===== config.mk =====
export PLATFORM = sky130hd
export DESIGN_NAME = ipv4_receive_filter_flat
export DESIGN_NICKNAME = d
export VERILOG_FILES = /design/src/rtl/ipvrf_pkg.sv /design/src/rtl/ipvrf_if.sv /design/src/rtl/ipvrf_parse.sv /design/src/rtl/ipvrf_fifo.sv /design/src/rtl/ipv4_receive_filter.sv /design/src/flat_wrapper.sv
export SDC_FILE = /design/constraint.sdc
export NUM_CORES = 1
export LEC_CHECK = 0
export ABC_AREA = 1
export BUFFER_PORTS_ARGS = -buffer_cell sky130_fd_sc_hd__buf_4
export CAP_MARGIN = 20
export CORE_MARGIN = 3
export CORE_UTILIZATION = 45
export CTS_CLUSTER_SIZE = 24
export DETAILED_ROUTE_END_ITERATION = 7
export GPL_ROUTABILITY_DRIVEN = 0
export SYNTH_ARGS = -nofsm -noshare
export SYNTH_HDL_FRONTEND = slang
export SYNTH_SLANG_ARGS = --single-unit

===== constraint.sdc =====
create_clock -name clk -period 9.2 [get_ports clk]
set_input_delay 0.46 -clock clk [delete_from_list [all_inputs] [get_ports clk]]
set_output_delay 0.46 -clock clk [all_outputs]
set_load 0.02 [all_outputs]

===== src/rtl/ipvrf_pkg.sv =====
`timescale 1ns / 1ps

package ipvrf_pkg;

	localparam int MAX_FRAME_BYTES = 2048;
	localparam int POS_W           = $clog2(MAX_FRAME_BYTES + 1);
	localparam int LEN_W           = 11;

	localparam int FIFO_DEPTH = 8;
	localparam int FIFO_AW    = $clog2(FIFO_DEPTH);
	localparam int FIFO_CW    = $clog2(FIFO_DEPTH + 1);
	// room kept free so that a request in the input stage and one more can both land
	localparam int FIFO_ROOM  = 4;

	localparam int CFG_IDX_W = 2;
	localparam logic [CFG_IDX_W-1:0] CFG_LOCAL_ADDR      = 2'd0;
	localparam logic [CFG_IDX_W-1:0] CFG_WANTED_PROTOCOL = 2'd1;
	localparam logic [CFG_IDX_W-1:0] CFG_COPY_LIMIT      = 2'd2;

	localparam logic [LEN_W-1:0] COPY_LIMIT_RESET = 11'd1500;

	localparam logic KIND_PAYLOAD = 1'b0;
	localparam logic KIND_SUMMARY = 1'b1;

	localparam logic [3:0] IP_VERSION      = 4'd4;
	localparam logic [3:0] IHL_MIN         = 4'd5;
	localparam logic [5:0] HDR_MIN_BYTES   = 6'd20;
	localparam int         OFS_TOTAL_HI    = 2;
	localparam int         OFS_TOTAL_LO    = 3;
	localparam int         OFS_PROTOCOL    = 9;
	localparam int         OFS_CHECKSUM_LO = 11;
	localparam int         OFS_SRC         = 12;
	localparam int         OFS_DST         = 16;
	localparam int         OFS_DST_END     = 20;

	typedef struct packed {
		logic [31:0]      local_addr;
		logic [7:0]       wanted_protocol;
		logic [LEN_W-1:0] copy_limit;
	} cfg_t;

	typedef struct packed {
		logic             result_kind;
		logic [7:0]       payload_byte;
		logic [31:0]      sender_addr;
		logic [LEN_W-1:0] copied_length;
		logic             truncated;
		logic             run_last;
	} res_t;

	typedef struct packed {
		logic [1:0] cnt;
		res_t       r0;
		res_t       r1;
	} push_t;

endpackage


===== src/rtl/ipvrf_if.sv =====
`timescale 1ns / 1ps

interface ipvrf_in_if;
	logic       valid;
	logic       ready;
	logic [7:0] frame_byte;
	logic       frame_last;

	modport source (output valid, output frame_byte, output frame_last, input ready);
	modport sink (input valid, input frame_byte, input frame_last, output ready);
endinterface

interface ipvrf_out_if;
	logic        valid;
	logic        ready;
	logic        result_kind;
	logic [7:0]  payload_byte;
	logic [31:0] sender_addr;
	logic [10:0] copied_length;
	logic        truncated;
	logic        run_last;

	modport source (output valid, output result_kind, output payload_byte,
		output sender_addr, output copied_length, output truncated,
		output run_last, input ready);
	modport sink (input valid, input result_kind, input payload_byte,
		input sender_addr, input copied_length, input truncated,
		input run_last, output ready);
endinterface

interface ipvrf_cfg_if;
	logic        valid;
	logic        ready;
	logic [1:0]  index;
	logic [31:0] data;

	modport source (output valid, output index, output data, input ready);
	modport sink (input valid, input index, input data, output ready);
endinterface


===== src/rtl/ipvrf_parse.sv =====
`timescale 1ns / 1ps

module ipvrf_parse (
	input  logic             clk,
	input  logic             arst_n,
	input  logic             take,
	input  logic [7:0]       frame_byte,
	input  logic             frame_last,
	input  ipvrf_pkg::cfg_t  cfg,
	output ipvrf_pkg::push_t push
);
	import ipvrf_pkg::*;

	logic             valid_s1;
	logic [7:0]       byte_s1;
	logic             last_s1;

	logic [POS_W-1:0] pos_q, pos_n;
	logic [5:0]       hl_q, hl_n;
	logic [15:0]      tl_q, tl_n;
	logic [15:0]      sum_q, sum_n;
	logic [7:0]       hold_q, hold_n;
	logic [15:0]      rcv_q, rcv_n;
	logic [31:0]      src_q, src_n;
	logic             rej_q, rej_n;
	logic [LEN_W-1:0] cnt_q, cnt_n;

	logic [POS_W-1:0] p;
	logic [15:0]      word;
	logic [16:0]      sum17;
	logic [7:0]       dst_byte;
	res_t             pay, summ;
	logic             pay_ok, summ_ok;

	always_ff @(posedge clk or negedge arst_n) begin
		if (!arst_n) begin
			valid_s1 <= 1'b0;
		end else begin
			valid_s1 <= take;
		end
	end

	always_ff @(posedge clk) begin
		if (take) begin
			byte_s1 <= frame_byte;
			last_s1 <= frame_last;
		end
	end

	always_comb begin
		p        = pos_q;
		pos_n    = pos_q;
		hl_n     = hl_q;
		tl_n     = tl_q;
		sum_n    = sum_q;
		hold_n   = hold_q;
		rcv_n    = rcv_q;
		src_n    = src_q;
		rej_n    = rej_q;
		cnt_n    = cnt_q;
		word     = 16'd0;
		sum17    = 17'd0;
		dst_byte = 8'd0;
		pay_ok   = 1'b0;
		summ_ok  = 1'b0;
		pay      = '0;
		summ     = '0;

		if (32'(p) < MAX_FRAME_BYTES) begin
			pos_n = p + POS_W'(1);
			if (p == POS_W'(0)) begin
				if (byte_s1[7:4] != IP_VERSION || byte_s1[3:0] < IHL_MIN)
					rej_n = 1'b1;
				hl_n = {byte_s1[3:0], 2'b00};
			end
			if (32'(p) < 32'(hl_n)) begin
				if (p[0]) begin
					word = {hold_q, byte_s1};
					if (p == POS_W'(OFS_CHECKSUM_LO)) begin
						rcv_n = word;
						word  = 16'd0;
					end
					// end-around carry
					sum17 = {1'b0, sum_q} + {1'b0, word};
					if (sum17[16])
						sum_n = sum17[15:0] + 16'd1;
					else
						sum_n = sum17[15:0];
				end else begin
					hold_n = byte_s1;
				end
				if (p == POS_W'(OFS_TOTAL_HI) || p == POS_W'(OFS_TOTAL_LO))
					tl_n = {tl_q[7:0], byte_s1};
				if (p == POS_W'(OFS_PROTOCOL) && byte_s1 != cfg.wanted_protocol)
					rej_n = 1'b1;
				if (p >= POS_W'(OFS_SRC) && p < POS_W'(OFS_DST))
					src_n = {src_q[23:0], byte_s1};
				case (p[1:0])
					2'd0:    dst_byte = cfg.local_addr[31:24];
					2'd1:    dst_byte = cfg.local_addr[23:16];
					2'd2:    dst_byte = cfg.local_addr[15:8];
					default: dst_byte = cfg.local_addr[7:0];
				endcase
				if (p >= POS_W'(OFS_DST) && p < POS_W'(OFS_DST_END) && byte_s1 != dst_byte)
					rej_n = 1'b1;
				if (p[5:0] == hl_n - 6'd1) begin
					if (~sum_n != rcv_n)
						rej_n = 1'b1;
					if (tl_n <= {10'd0, hl_n})
						rej_n = 1'b1;
				end
			end else if (!rej_n && 32'(p) < 32'(tl_n) && cnt_q < cfg.copy_limit) begin
				pay_ok           = 1'b1;
				pay.result_kind  = KIND_PAYLOAD;
				pay.payload_byte = byte_s1;
				cnt_n            = cnt_q + LEN_W'(1);
			end
		end

		if (last_s1) begin
			if (!rej_n && hl_n >= HDR_MIN_BYTES && 32'(pos_n) >= 32'(hl_n)) begin
				summ_ok            = 1'b1;
				summ.result_kind   = KIND_SUMMARY;
				summ.sender_addr   = src_n;
				summ.copied_length = cnt_n;
				summ.truncated     = 32'(pos_n) < 32'(tl_n);
				summ.run_last      = 1'b1;
			end
			pos_n  = '0;
			hl_n   = '0;
			tl_n   = '0;
			sum_n  = '0;
			hold_n = '0;
			rcv_n  = '0;
			src_n  = '0;
			rej_n  = 1'b0;
			cnt_n  = '0;
		end
	end

	// compact: a lone summary goes in the first slot
	always_comb begin
		push = '0;
		if (valid_s1) begin
			if (pay_ok) begin
				push.r0  = pay;
				push.r1  = summ;
				push.cnt = summ_ok ? 2'd2 : 2'd1;
			end else if (summ_ok) begin
				push.r0  = summ;
				push.cnt = 2'd1;
			end
		end
	end

	always_ff @(posedge clk or negedge arst_n) begin
		if (!arst_n) begin
			pos_q  <= '0;
			hl_q   <= '0;
			tl_q   <= '0;
			sum_q  <= '0;
			hold_q <= '0;
			rcv_q  <= '0;
			src_q  <= '0;
			rej_q  <= 1'b0;
			cnt_q  <= '0;
		end else if (valid_s1) begin
			pos_q  <= pos_n;
			hl_q   <= hl_n;
			tl_q   <= tl_n;
			sum_q  <= sum_n;
			hold_q <= hold_n;
			rcv_q  <= rcv_n;
			src_q  <= src_n;
			rej_q  <= rej_n;
			cnt_q  <= cnt_n;
		end
	end

endmodule


===== src/rtl/ipvrf_fifo.sv =====
`timescale 1ns / 1ps

module ipvrf_fifo (
	input  logic                      clk,
	input  logic                      arst_n,
	input  ipvrf_pkg::push_t          push,
	input  logic                      pop,
	output logic [ipvrf_pkg::FIFO_CW-1:0] count,
	output ipvrf_pkg::res_t           head
);
	import ipvrf_pkg::*;

	res_t               mem [FIFO_DEPTH];
	logic [FIFO_AW-1:0] wr_q, rd_q;
	logic [FIFO_CW-1:0] count_q;
	logic               do_pop;

	assign do_pop = pop && count_q != '0;
	assign count  = count_q;
	assign head   = mem[rd_q];

	always_ff @(posedge clk) begin
		if (push.cnt != 2'd0)
			mem[wr_q] <= push.r0;
		if (push.cnt == 2'd2)
			mem[wr_q + FIFO_AW'(1)] <= push.r1;
	end

	always_ff @(posedge clk or negedge arst_n) begin
		if (!arst_n) begin
			wr_q    <= '0;
			rd_q    <= '0;
			count_q <= '0;
		end else begin
			wr_q    <= wr_q + FIFO_AW'(push.cnt);
			if (do_pop)
				rd_q <= rd_q + FIFO_AW'(1);
			count_q <= count_q + FIFO_CW'(push.cnt) - FIFO_CW'(do_pop);
		end
	end

endmodule


===== src/rtl/ipv4_receive_filter.sv =====
`timescale 1ns / 1ps

// channel   dir  handshake      payload
// frame     in   valid/ready    frame_byte, frame_last
// result    out  valid/ready    result_kind, payload_byte, sender_addr,
//                               copied_length, truncated, run_last
// cfg       in   valid/ready    index (0 local_addr, 1 wanted_protocol, 2 copy_limit), data
//
// one frame byte per cycle while frame.ready is high; a byte is checked in the cycle
// after acceptance and its results sit in an 8-entry output queue from the edge after that
// frame.ready drops while more than four results wait; with result.ready held high
// the queue never fills that far, as only the frame end adds two results
// arst_n clears the frame state, the queue and the registers (copy_limit to 1500)
// cfg is always ready; writes land at once

module ipv4_receive_filter (
	input  logic        clk,
	input  logic        arst_n,
	ipvrf_in_if.sink    frame,
	ipvrf_out_if.source result,
	ipvrf_cfg_if.sink   cfg
);
	import ipvrf_pkg::*;

	cfg_t               cfg_q;
	push_t              push;
	res_t               head;
	logic [FIFO_CW-1:0] count;
	logic               take;

	assign frame.ready = 32'(count) <= FIFO_DEPTH - FIFO_ROOM;
	assign take        = frame.valid && frame.ready;
	assign cfg.ready   = 1'b1;

	always_ff @(posedge clk or negedge arst_n) begin
		if (!arst_n) begin
			cfg_q.local_addr      <= '0;
			cfg_q.wanted_protocol <= '0;
			cfg_q.copy_limit      <= COPY_LIMIT_RESET;
		end else if (cfg.valid) begin
			case (cfg.index)
				CFG_LOCAL_ADDR:      cfg_q.local_addr      <= cfg.data;
				CFG_WANTED_PROTOCOL: cfg_q.wanted_protocol <= cfg.data[7:0];
				CFG_COPY_LIMIT:      cfg_q.copy_limit      <= cfg.data[LEN_W-1:0];
				default: ;
			endcase
		end
	end

	ipvrf_parse u_parse (
		.clk        (clk),
		.arst_n     (arst_n),
		.take       (take),
		.frame_byte (frame.frame_byte),
		.frame_last (frame.frame_last),
		.cfg        (cfg_q),
		.push       (push)
	);

	ipvrf_fifo u_fifo (
		.clk    (clk),
		.arst_n (arst_n),
		.push   (push),
		.pop    (result.ready),
		.count  (count),
		.head   (head)
	);

	assign result.valid         = count != '0;
	assign result.result_kind   = head.result_kind;
	assign result.payload_byte  = head.payload_byte;
	assign result.sender_addr   = head.sender_addr;
	assign result.copied_length = head.copied_length;
	assign result.truncated     = head.truncated;
	assign result.run_last      = head.run_last;

endmodule


===== src/flat_wrapper.sv =====
// flat-port wrapper written by rule: the top's interface ports become plain ports
module ipv4_receive_filter_flat import ipvrf_pkg::*;
  (clk, arst_n, frame_valid, frame_frame_byte, frame_frame_last, frame_ready, result_valid, result_result_kind, result_payload_byte, result_sender_addr, result_copied_length, result_truncated, result_run_last, result_ready, cfg_valid, cfg_index, cfg_data, cfg_ready);
  ipvrf_in_if frame_i ();
  ipvrf_out_if result_i ();
  ipvrf_cfg_if cfg_i ();
  input  logic clk;
  input  logic arst_n;
  input wire logic [$bits(frame_i.valid)-1:0] frame_valid;
  input wire logic [$bits(frame_i.frame_byte)-1:0] frame_frame_byte;
  input wire logic [$bits(frame_i.frame_last)-1:0] frame_frame_last;
  output wire logic [$bits(frame_i.ready)-1:0] frame_ready;
  output wire logic [$bits(result_i.valid)-1:0] result_valid;
  output wire logic [$bits(result_i.result_kind)-1:0] result_result_kind;
  output wire logic [$bits(result_i.payload_byte)-1:0] result_payload_byte;
  output wire logic [$bits(result_i.sender_addr)-1:0] result_sender_addr;
  output wire logic [$bits(result_i.copied_length)-1:0] result_copied_length;
  output wire logic [$bits(result_i.truncated)-1:0] result_truncated;
  output wire logic [$bits(result_i.run_last)-1:0] result_run_last;
  input wire logic [$bits(result_i.ready)-1:0] result_ready;
  input wire logic [$bits(cfg_i.valid)-1:0] cfg_valid;
  input wire logic [$bits(cfg_i.index)-1:0] cfg_index;
  input wire logic [$bits(cfg_i.data)-1:0] cfg_data;
  output wire logic [$bits(cfg_i.ready)-1:0] cfg_ready;
  assign frame_i.valid = frame_valid;
  assign frame_i.frame_byte = frame_frame_byte;
  assign frame_i.frame_last = frame_frame_last;
  assign frame_ready = frame_i.ready;
  assign result_valid = result_i.valid;
  assign result_result_kind = result_i.result_kind;
  assign result_payload_byte = result_i.payload_byte;
  assign result_sender_addr = result_i.sender_addr;
  assign result_copied_length = result_i.copied_length;
  assign result_truncated = result_i.truncated;
  assign result_run_last = result_i.run_last;
  assign result_i.ready = result_ready;
  assign cfg_i.valid = cfg_valid;
  assign cfg_i.index = cfg_index;
  assign cfg_i.data = cfg_data;
  assign cfg_ready = cfg_i.ready;
  ipv4_receive_filter u_core (.clk(clk), .arst_n(arst_n), .frame(frame_i), .result(result_i), .cfg(cfg_i));
endmodule

==> impl_metrics.env, run 1 <==
export IMPL_outcome="complete, no violations"
export IMPL_cts_clk_slew_worst_paths_ps=60
export IMPL_ant_nets=0
export IMPL_ys_ff_latch=613
export IMPL_worstPathArrival_ps=8040
export IMPL_synth_top_family_by_area="simple AND/OR/NAND/NOR gates"
export IMPL_synthMuxAreaShare_pct=0.766
export IMPL_ir_worst_vdd_mv=0.195
export IMPL_yosys_area_share_simple_pct=28.6
export IMPL_yosys_cell_types_count=54
export IMPL_port_buffers=103
export IMPL_dieWidth_um=289
export IMPL_synthXorXnorAreaFrac_pct=1.12
export IMPL_syn_nets=4573
export IMPL_setup_viol=0
export IMPL_grt_util_met3_pct=3.56
export IMPL_tritoncts="built"
export IMPL_cpPeakStageDelay_ps=980
export IMPL_met2_usage_pct=45.3
export IMPL_synth_ff_type="edfxtp_1"
export IMPL_core_um2=79300
export IMPL_final_area_um2=40100
export IMPL_pre_cts_ws_ps=1850
export IMPL_cts_root_buf="clkbuf_16"
export IMPL_slew_viol_final=0
export IMPL_final_nets=4469
export IMPL_met1_usage_pct=36.2
export IMPL_num_antenna_cells=0
export IMPL_cp_common_cell="nand2_1"
export IMPL_max_slew_margin_pct=19.1
export IMPL_async_reset_ff_share_pct=29.4
export IMPL_die_h_um=289
export IMPL_row_count=103
export IMPL_post_dp_cell_area_um2=37500
export IMPL_hold_violations=0
export IMPL_startpoint_type="register"
export IMPL_synth_warnings=0
export IMPL_drc=0
export IMPL_cts_made_buffers=74
export IMPL_netlist_area_um2=36100
export IMPL_grt_max_degree=294
export IMPL_grt_pass1_wl_mm=178
export IMPL_synth_edff_count=369
export IMPL_grt_busiest_layer="met2"
export IMPL_globalRouteOverflowTotal=0
export IMPL_start_util_pct=45.6
export IMPL_fin_crit_ps=7560
export IMPL_vias=32800
export IMPL_fin_ws_ps=1640
export IMPL_ios=105
export IMPL_synth_compound_area_share_pct=11.2
export IMPL_cts_sinks=613
export IMPL_worst_slew_pin_transition_ps=1210
export IMPL_p_per_area_nw_per_um2=275
export IMPL_drive_above_1_share_pct=9.81
export IMPL_dr_pass1_iters=6
export IMPL_finalWirelength_mm=116
export IMPL_area_delta_synth_final_pct=11.2
export IMPL_critical_path_class="reg -> reg"
export IMPL_fin_worst_skew_ps=19.1
export IMPL_finalCritPeriodShare_pct=82.2
export IMPL_crit_path_end_kind="register"
export IMPL_rsz0062_at_grt="false"
export IMPL_htreeDepth=3
export IMPL_tns_ps=0
export IMPL_cp_required_ps=9680
export IMPL_cts_resized=0
export IMPL_maxCapViolCount=0
export IMPL_wl_per_cell_um=21.3
export IMPL_clockBufferDepth=3
export IMPL_leakagePower_nw=16.8
export IMPL_grt_pass1_vias=30200
export IMPL_synth_avg_cell_area_um2=8.14
export IMPL_ys_seq_area_share_pct=46.7
export IMPL_dieArea_um2=83700
export IMPL_hold_class="in -> reg"
export IMPL_antenna_found_initial=1
export IMPL_synth_adder_area_share_pct=3.15
export IMPL_grt_usage_pct=27.1
export IMPL_vias_per_cell=6.03
export IMPL_path_max_fanout=293
export IMPL_drtIter0Drc=3418
export IMPL_dp_hpwl_mm=66.7
export IMPL_clk_latency_ps=630
export IMPL_postSynthCellCount=4436
export IMPL_cp_slowest_cell="dfrtp_1"
export IMPL_max_freq_mhz=132
==> layout by cell type (no fill, tap or decap), types with 15 or more instances in the layout <==
master     netlist  routed
xor2_1          35      35
buf_4           45     209
o22ai_1        124     124
clkbuf_16        0      76
mux2_2          21      21
o21ai_0        406     406
ha_1            86      86
nand4_1        718     718
a31oi_1         55      55
nand2_1        828     820
clkbuf_1       307      21
a21oi_1         83      82
nand3_1        150     150
nor2_1         430     420
dfrtp_1        173     170
o21ai_1         38      38
clkinv_1        16      19
dfxtp_1         64      64
inv_1          303     302
edfxtp_1       369     369
clkbuf_8         0      15
==> kinds of logic (layout without fill, tap and decap cells) <==
group           after synthesis  in the layout
simple gates               2178           2178
mux                          25             25
other cells                   1              1
compound gates              741            741
buf+inv                     743            700
fa+ha+maj                    89             89
flops                       613            613
xor+xnor                     46             46
==> layout make-up <==
class / instances / area [um2]
repair buffers: 235 / 1990
multi-input cells: 3080 / 16300
fillers: 7560 / 39100
flip-flops and latches: 613 / 16900
clock buffers: 111 / 2170
well taps: 1050 / 1310
clock inverters: 26 / 191
inverters: 328 / 1250
==> Yosys cell counts, types with 35 or more instances <==
| library cell | number | area, um2 |
|---|---|---|
| nand4_1 | 718 | 4490 |
| o22ai_1 | 124 | 776 |
| a31oi_1 | 55 | 344 |
| a21oi_1 | 83 | 415 |
| buf_2 | 37 | 185 |
| dfxtp_1 | 64 | 1280 |
| nor2_1 | 430 | 1610 |
| nand3_1 | 150 | 751 |
| edfxtp_1 | 369 | 11100 |
| nand2_1 | 828 | 3110 |
| buf_4 | 45 | 338 |
| ha_1 | 86 | 1080 |
| dfrtp_1 | 173 | 4330 |
| xor2_1 | 35 | 307 |
| o21ai_0 | 406 | 2030 |
| clkbuf_1 | 307 | 1150 |
| inv_1 | 303 | 1140 |
| o21ai_1 | 38 | 190 |
==> metrics by stage <==
stage / hold WS (ps) / instances / total power, mW / utilization [%]
finish: 71.5 / 5443 / 11.0 / 50.6
global route: 50.1 / 5443 / 11.7 / 50.6
CTS: 0.102 / 5413 / 11.0 / 50.4
detailed placement: 466 / 5267 / 8.15 / 47.3
global placement: 458 / 5265 / 8.12 / 47.2
floorplan: 164 / 4436 / 6.51 / -
==> power breakdown <==
| group | switching, mW | leakage, nW | internal (mW) | total (mW) |
|---|---|---|---|---|
| Combinational | 3.37 | 9.36 | 1.44 | 4.81 |
| Clock | 1.21 | 1.17 | 1.67 | 2.88 |
| Sequential | 0.249 | 6.23 | 3.09 | 3.34 |
==> worst paths after layout <==
path	endpoint	from	slack, ps	cells after the start
worst max-delay path	u_core.u_fifo.mem[0][35]	u_core.u_parse.p[0]	1640	31
worst min-delay path	u_core.cfg_q[31]	cfg_data[12]	70	2
worst max register to register	u_core.u_fifo.mem[0][35]	u_core.u_parse.p[0]	1640	31
worst min register to register	u_core.u_fifo.mem[0][49]	u_core.u_fifo.mem[0][49]	470	2
max in group asynchronous	u_core.u_parse.p[10]	arst_n	7350	3
min in group asynchronous	u_core.u_parse.hold_q[3]	arst_n	410	2
==> sequential cells by signal, indices dropped and copies added (netlist names), 8 cells and up <==
| register | count |
|---|---|
| u_core.cfg_q | 51 |
| u_core.u_fifo.mem | 424 |
| u_core.u_parse.byte_s1 | 8 |
| u_core.u_parse.cnt_q | 11 |
| u_core.u_parse.hold_q | 8 |
| u_core.u_parse.p | 12 |
| u_core.u_parse.rcv_q | 16 |
| u_core.u_parse.src_q | 32 |
| u_core.u_parse.sum_q | 16 |
| u_core.u_parse.tl_q | 16 |
==> what timing repair did <==
item | in CTS | in global routing
hold buffers | 9 | 1
hold endpoints to repair | 71 | 1
buffers inserted | 0 | 0
==> routing by layer <==
layer	wire length [um]	share of wire (%)
met5	0	0
met4	3960	3.4
met3	7810	6.7
met2	55300	48
met1	48800	42
==> worst max-delay path: cells and delay by family (launching register included) <==
family	cells	cell delay, ps
compound gates	2	480
simple gates	22	3100
buf+inv	4	1640
flops	1	980
fa+ha+maj	3	820
No activity file was read; power rests on OpenSTA's default activity.
==> run 2: changes to the inputs <==
--- a/config.mk
+++ b/config.mk
@@ -5,7 +5,7 @@
 export SDC_FILE = /design/constraint.sdc
 export NUM_CORES = 1
 export LEC_CHECK = 0
-export ABC_AREA = 1
+export ABC_AREA = 0
 export BUFFER_PORTS_ARGS = -buffer_cell sky130_fd_sc_hd__buf_4
 export CAP_MARGIN = 20
 export CORE_MARGIN = 3
==> constraint.sdc (replaced) <==
create_clock -name clk -period 7.8 [get_ports clk]
set_input_delay 0.39 -clock clk [delete_from_list [all_inputs] [get_ports clk]]
set_output_delay 0.39 -clock clk [all_outputs]
set_load 0.02 [all_outputs]
==> impl_metrics.env, run 2 <==
export IMPL_antenna_found_initial=1
export IMPL_grt_pass1_wl_mm=140
export IMPL_outcome="complete, no violations"
export IMPL_hold_violations=0
export IMPL_fin_worst_skew_ps=31.2
export IMPL_dp_cells=3530
export IMPL_fillers=6041
export IMPL_area_delta_synth_final_pct=14.2
export IMPL_grt_max_degree=249
export IMPL_finalNonFillerCells=3702
export IMPL_dp_hpwl_mm=56.2
export IMPL_drc=0
export IMPL_synth_edff_count=369
export IMPL_max_freq_mhz=136
export IMPL_seq_area_um2=16900
export IMPL_syn_nets=2790
export IMPL_final_nets=2850
export IMPL_dieWidth_um=272
export IMPL_ys_seq_area_share_pct=52.9
export IMPL_drtIter0Drc=2017
export IMPL_clockBufferDepth=3
export IMPL_fin_crit_ps=7370
export IMPL_final_common_cell="edfxtp_1"
export IMPL_synth_avg_cell_area_um2=12.0
export IMPL_start_util_pct=46.0
export IMPL_vias_per_cell=6.13
export IMPL_ir_worst_vdd_mv=0.821
export IMPL_vias=22700
export IMPL_finalCritPeriodShare_pct=94.5
export IMPL_worstPathArrival_ps=7700
export IMPL_path_max_fanout=45
export IMPL_core_um2=69400
export IMPL_max_flop_register="u_core.u_fifo.mem"
export IMPL_tns_ps=0
export IMPL_yosysMostFrequentCell="edfxtp_1"
export IMPL_cts_root_buf="clkbuf_16"
export IMPL_dr_pass1_iters=7
export IMPL_drive_above_1_share_pct=20.0
export IMPL_dieArea_um2=74100
export IMPL_globalRouteOverflowTotal=0
export IMPL_worst_slew_pin_transition_ps=1350
export IMPL_row_count=96
export IMPL_total_power_mw=14.2
export IMPL_port_buffers=103
export IMPL_cts_sinks=613
export IMPL_synth_warnings=0
export IMPL_leakagePower_nw=13.1
export IMPL_htreeDepth=3
export IMPL_slew_viol_final=0
export IMPL_p_per_area_nw_per_um2=390
export IMPL_setup_viol=0
export IMPL_rsz0062_at_grt="false"
export IMPL_ant_nets=0
export IMPL_cts_clk_slew_worst_paths_ps=60
export IMPL_yosysTopAreaCellShare_pct=34.7
export IMPL_final_area_um2=36400
export IMPL_postSynthCellCount=2653
export IMPL_top_regs="u_core.u_fifo.mem (424), u_core.cfg_q (51), u_core.u_parse.src_q (32)"
export IMPL_ys_ff_latch=613
export IMPL_grt_usage_pct=24.4
export IMPL_grt_pass1_vias=23300
export IMPL_max_slew_margin_pct=10.2
export IMPL_multi_input_area_um2=14000
export IMPL_final_cell_mix="369 x edfxtp_1, 249 x nor3_1, 170 x dfrtp_1"
export IMPL_ios=105
export IMPL_synth_area_leader_cell="edfxtp_1"
export IMPL_startpoint_type="register"
export IMPL_finalWirelength_mm=90.0
export IMPL_clk_latency_ps=620
export IMPL_num_antenna_cells=0
export IMPL_cp_required_ps=8120
export IMPL_synth_ff_type="edfxtp_1"
export IMPL_netlist_top_cells_count="369 x edfxtp_1, 249 x nor3_1, 173 x dfrtp_1"
export IMPL_crit_path_end_kind="register"
export IMPL_cts_made_buffers=71
export IMPL_die_h_um=272
export IMPL_largest_reg_flops=424
export IMPL_post_dp_cell_area_um2=33700
export IMPL_async_reset_ff_share_pct=29.4
export IMPL_tritoncts="built"
export IMPL_netlist_area_um2=31900
export IMPL_critical_path_class="reg -> reg"
export IMPL_wl_per_cell_um=24.3
export IMPL_maxCapViolCount=0
export IMPL_yosys_cell_types_count=81
export IMPL_synth_area_top_cells="edfxtp_1 35%, dfrtp_1 14%, mux4_2 7.6%"
export IMPL_hold_class="in -> reg"
[run 2: cell count changes after synthesis, sizes merged, moves of 57 or more]
cell     previous run  this run
nand4             719        23
nand2             832       146
nor2              435        83
o21ai             445       138
inv               312        66
nor3               21       259
clkbuf            307       159
o22ai             124        15
mux4                0       107
nand3             152        64
mux2               21       108
mux2i               4        88
o2bb2ai             0        68
nor4               11        68
[run 2: final cells by class]
class	instances	area share, %
sequential	613	46.3
multi-input combinational	1747	38.5
clock buffer	97	5.34
timing repair buffer	214	5.08
tap	931	3.20
clock inverter	34	0.858
inverter	66	0.690
[run 2: path summary, 6_finish.rpt]
check / from / end / slack, ps / cells after the start
max: u_core.u_parse.p[9] / u_core.u_fifo.mem[3][43] / 430 / 23
min: cfg_data[10] / u_core.cfg_q[29] / 40 / 2
max reg2reg: u_core.u_parse.p[9] / u_core.u_fifo.mem[3][43] / 430 / 23
min reg2reg: u_core.u_fifo.mem[0][51] / u_core.u_fifo.mem[0][51] / 450 / 2
max in group asynchronous: arst_n / u_core.u_fifo.rd_q[0] / 5980 / 4
min in group asynchronous: arst_n / u_core.cfg_q[48] / 230 / 2
[run 2: metrics by stage]
stage | utilization [%] | setup WS [ps] | hold slack, ps
floorplan | - | 71.9 | 94.4
global placement | 48.5 | 268 | 428
detailed placement | 48.6 | 77.2 | 442
CTS | 52.3 | 47.4 | 2.55
global route | 52.5 | 24.9 | 21.3
finish | 52.5 | 427 | 38.1
[run 2: cell families (layout without fill, tap and decap cells)]
logic type                 Yosys count  after routing  synth area share (%)
AOI/OAI and AO/OA                  444            444                  9.55
DFF                                613            613                  52.9
other                                1              1                0.0118
and+or+nand+nor                    814            814                  13.5
adders and majority gates           89             89                  3.56
buffers and inverters              293            411                  3.59
muxes                              303            303                  14.1
xor gates and xnor gates            96             96                  2.73
[run 2: routing by layer]
metal,wire length (um),vias up,share of wire [%],GRT usage (%)
li1,-,10200,-,-
met1,37700,11500,42,32.5
met2,44900,764,50,41.7
met3,4580,166,5.1,2.65
met4,2740,0,3.0,8.08
met5,0,-,0,0
[run 2: what timing repair did]
action	CTS	global route
endpoints found under the hold margin	87	0
endpoints found under the setup margin	0	610
buffers inserted	0	4
hold buffers	36	0
gates resized for setup	0	9
[run 2: worst max-delay path: stages, from the launching register on]
cell	delay (ps)
dfrtp_1	460
nor4_4	430
nand4_1	210
buf_12	220
and2_1	170
ha_1	390
a21oi_1	110
o21ai_1	340
a21oi_1	230
a2111oi_4	530
nand3_2	320
nor4_4	350
xor3_1	380
or2_1	230
o41ai_2	310
a31oi_4	150
nor2_1	200
ha_1	320
and2_1	230
o21ai_0	280
nor2b_1	120
a21oi_1	710
inv_2	110
buf_12	250
[run 2: report_power, final]
| group | switching [mW] | leakage (nW) | internal [mW] |
|---|---|---|---|
| combinational | 4.23 | 5.80 | 2.45 |
| clock | 1.38 | 1.11 | 1.84 |
| sequential | 0.429 | 6.24 | 3.87 |
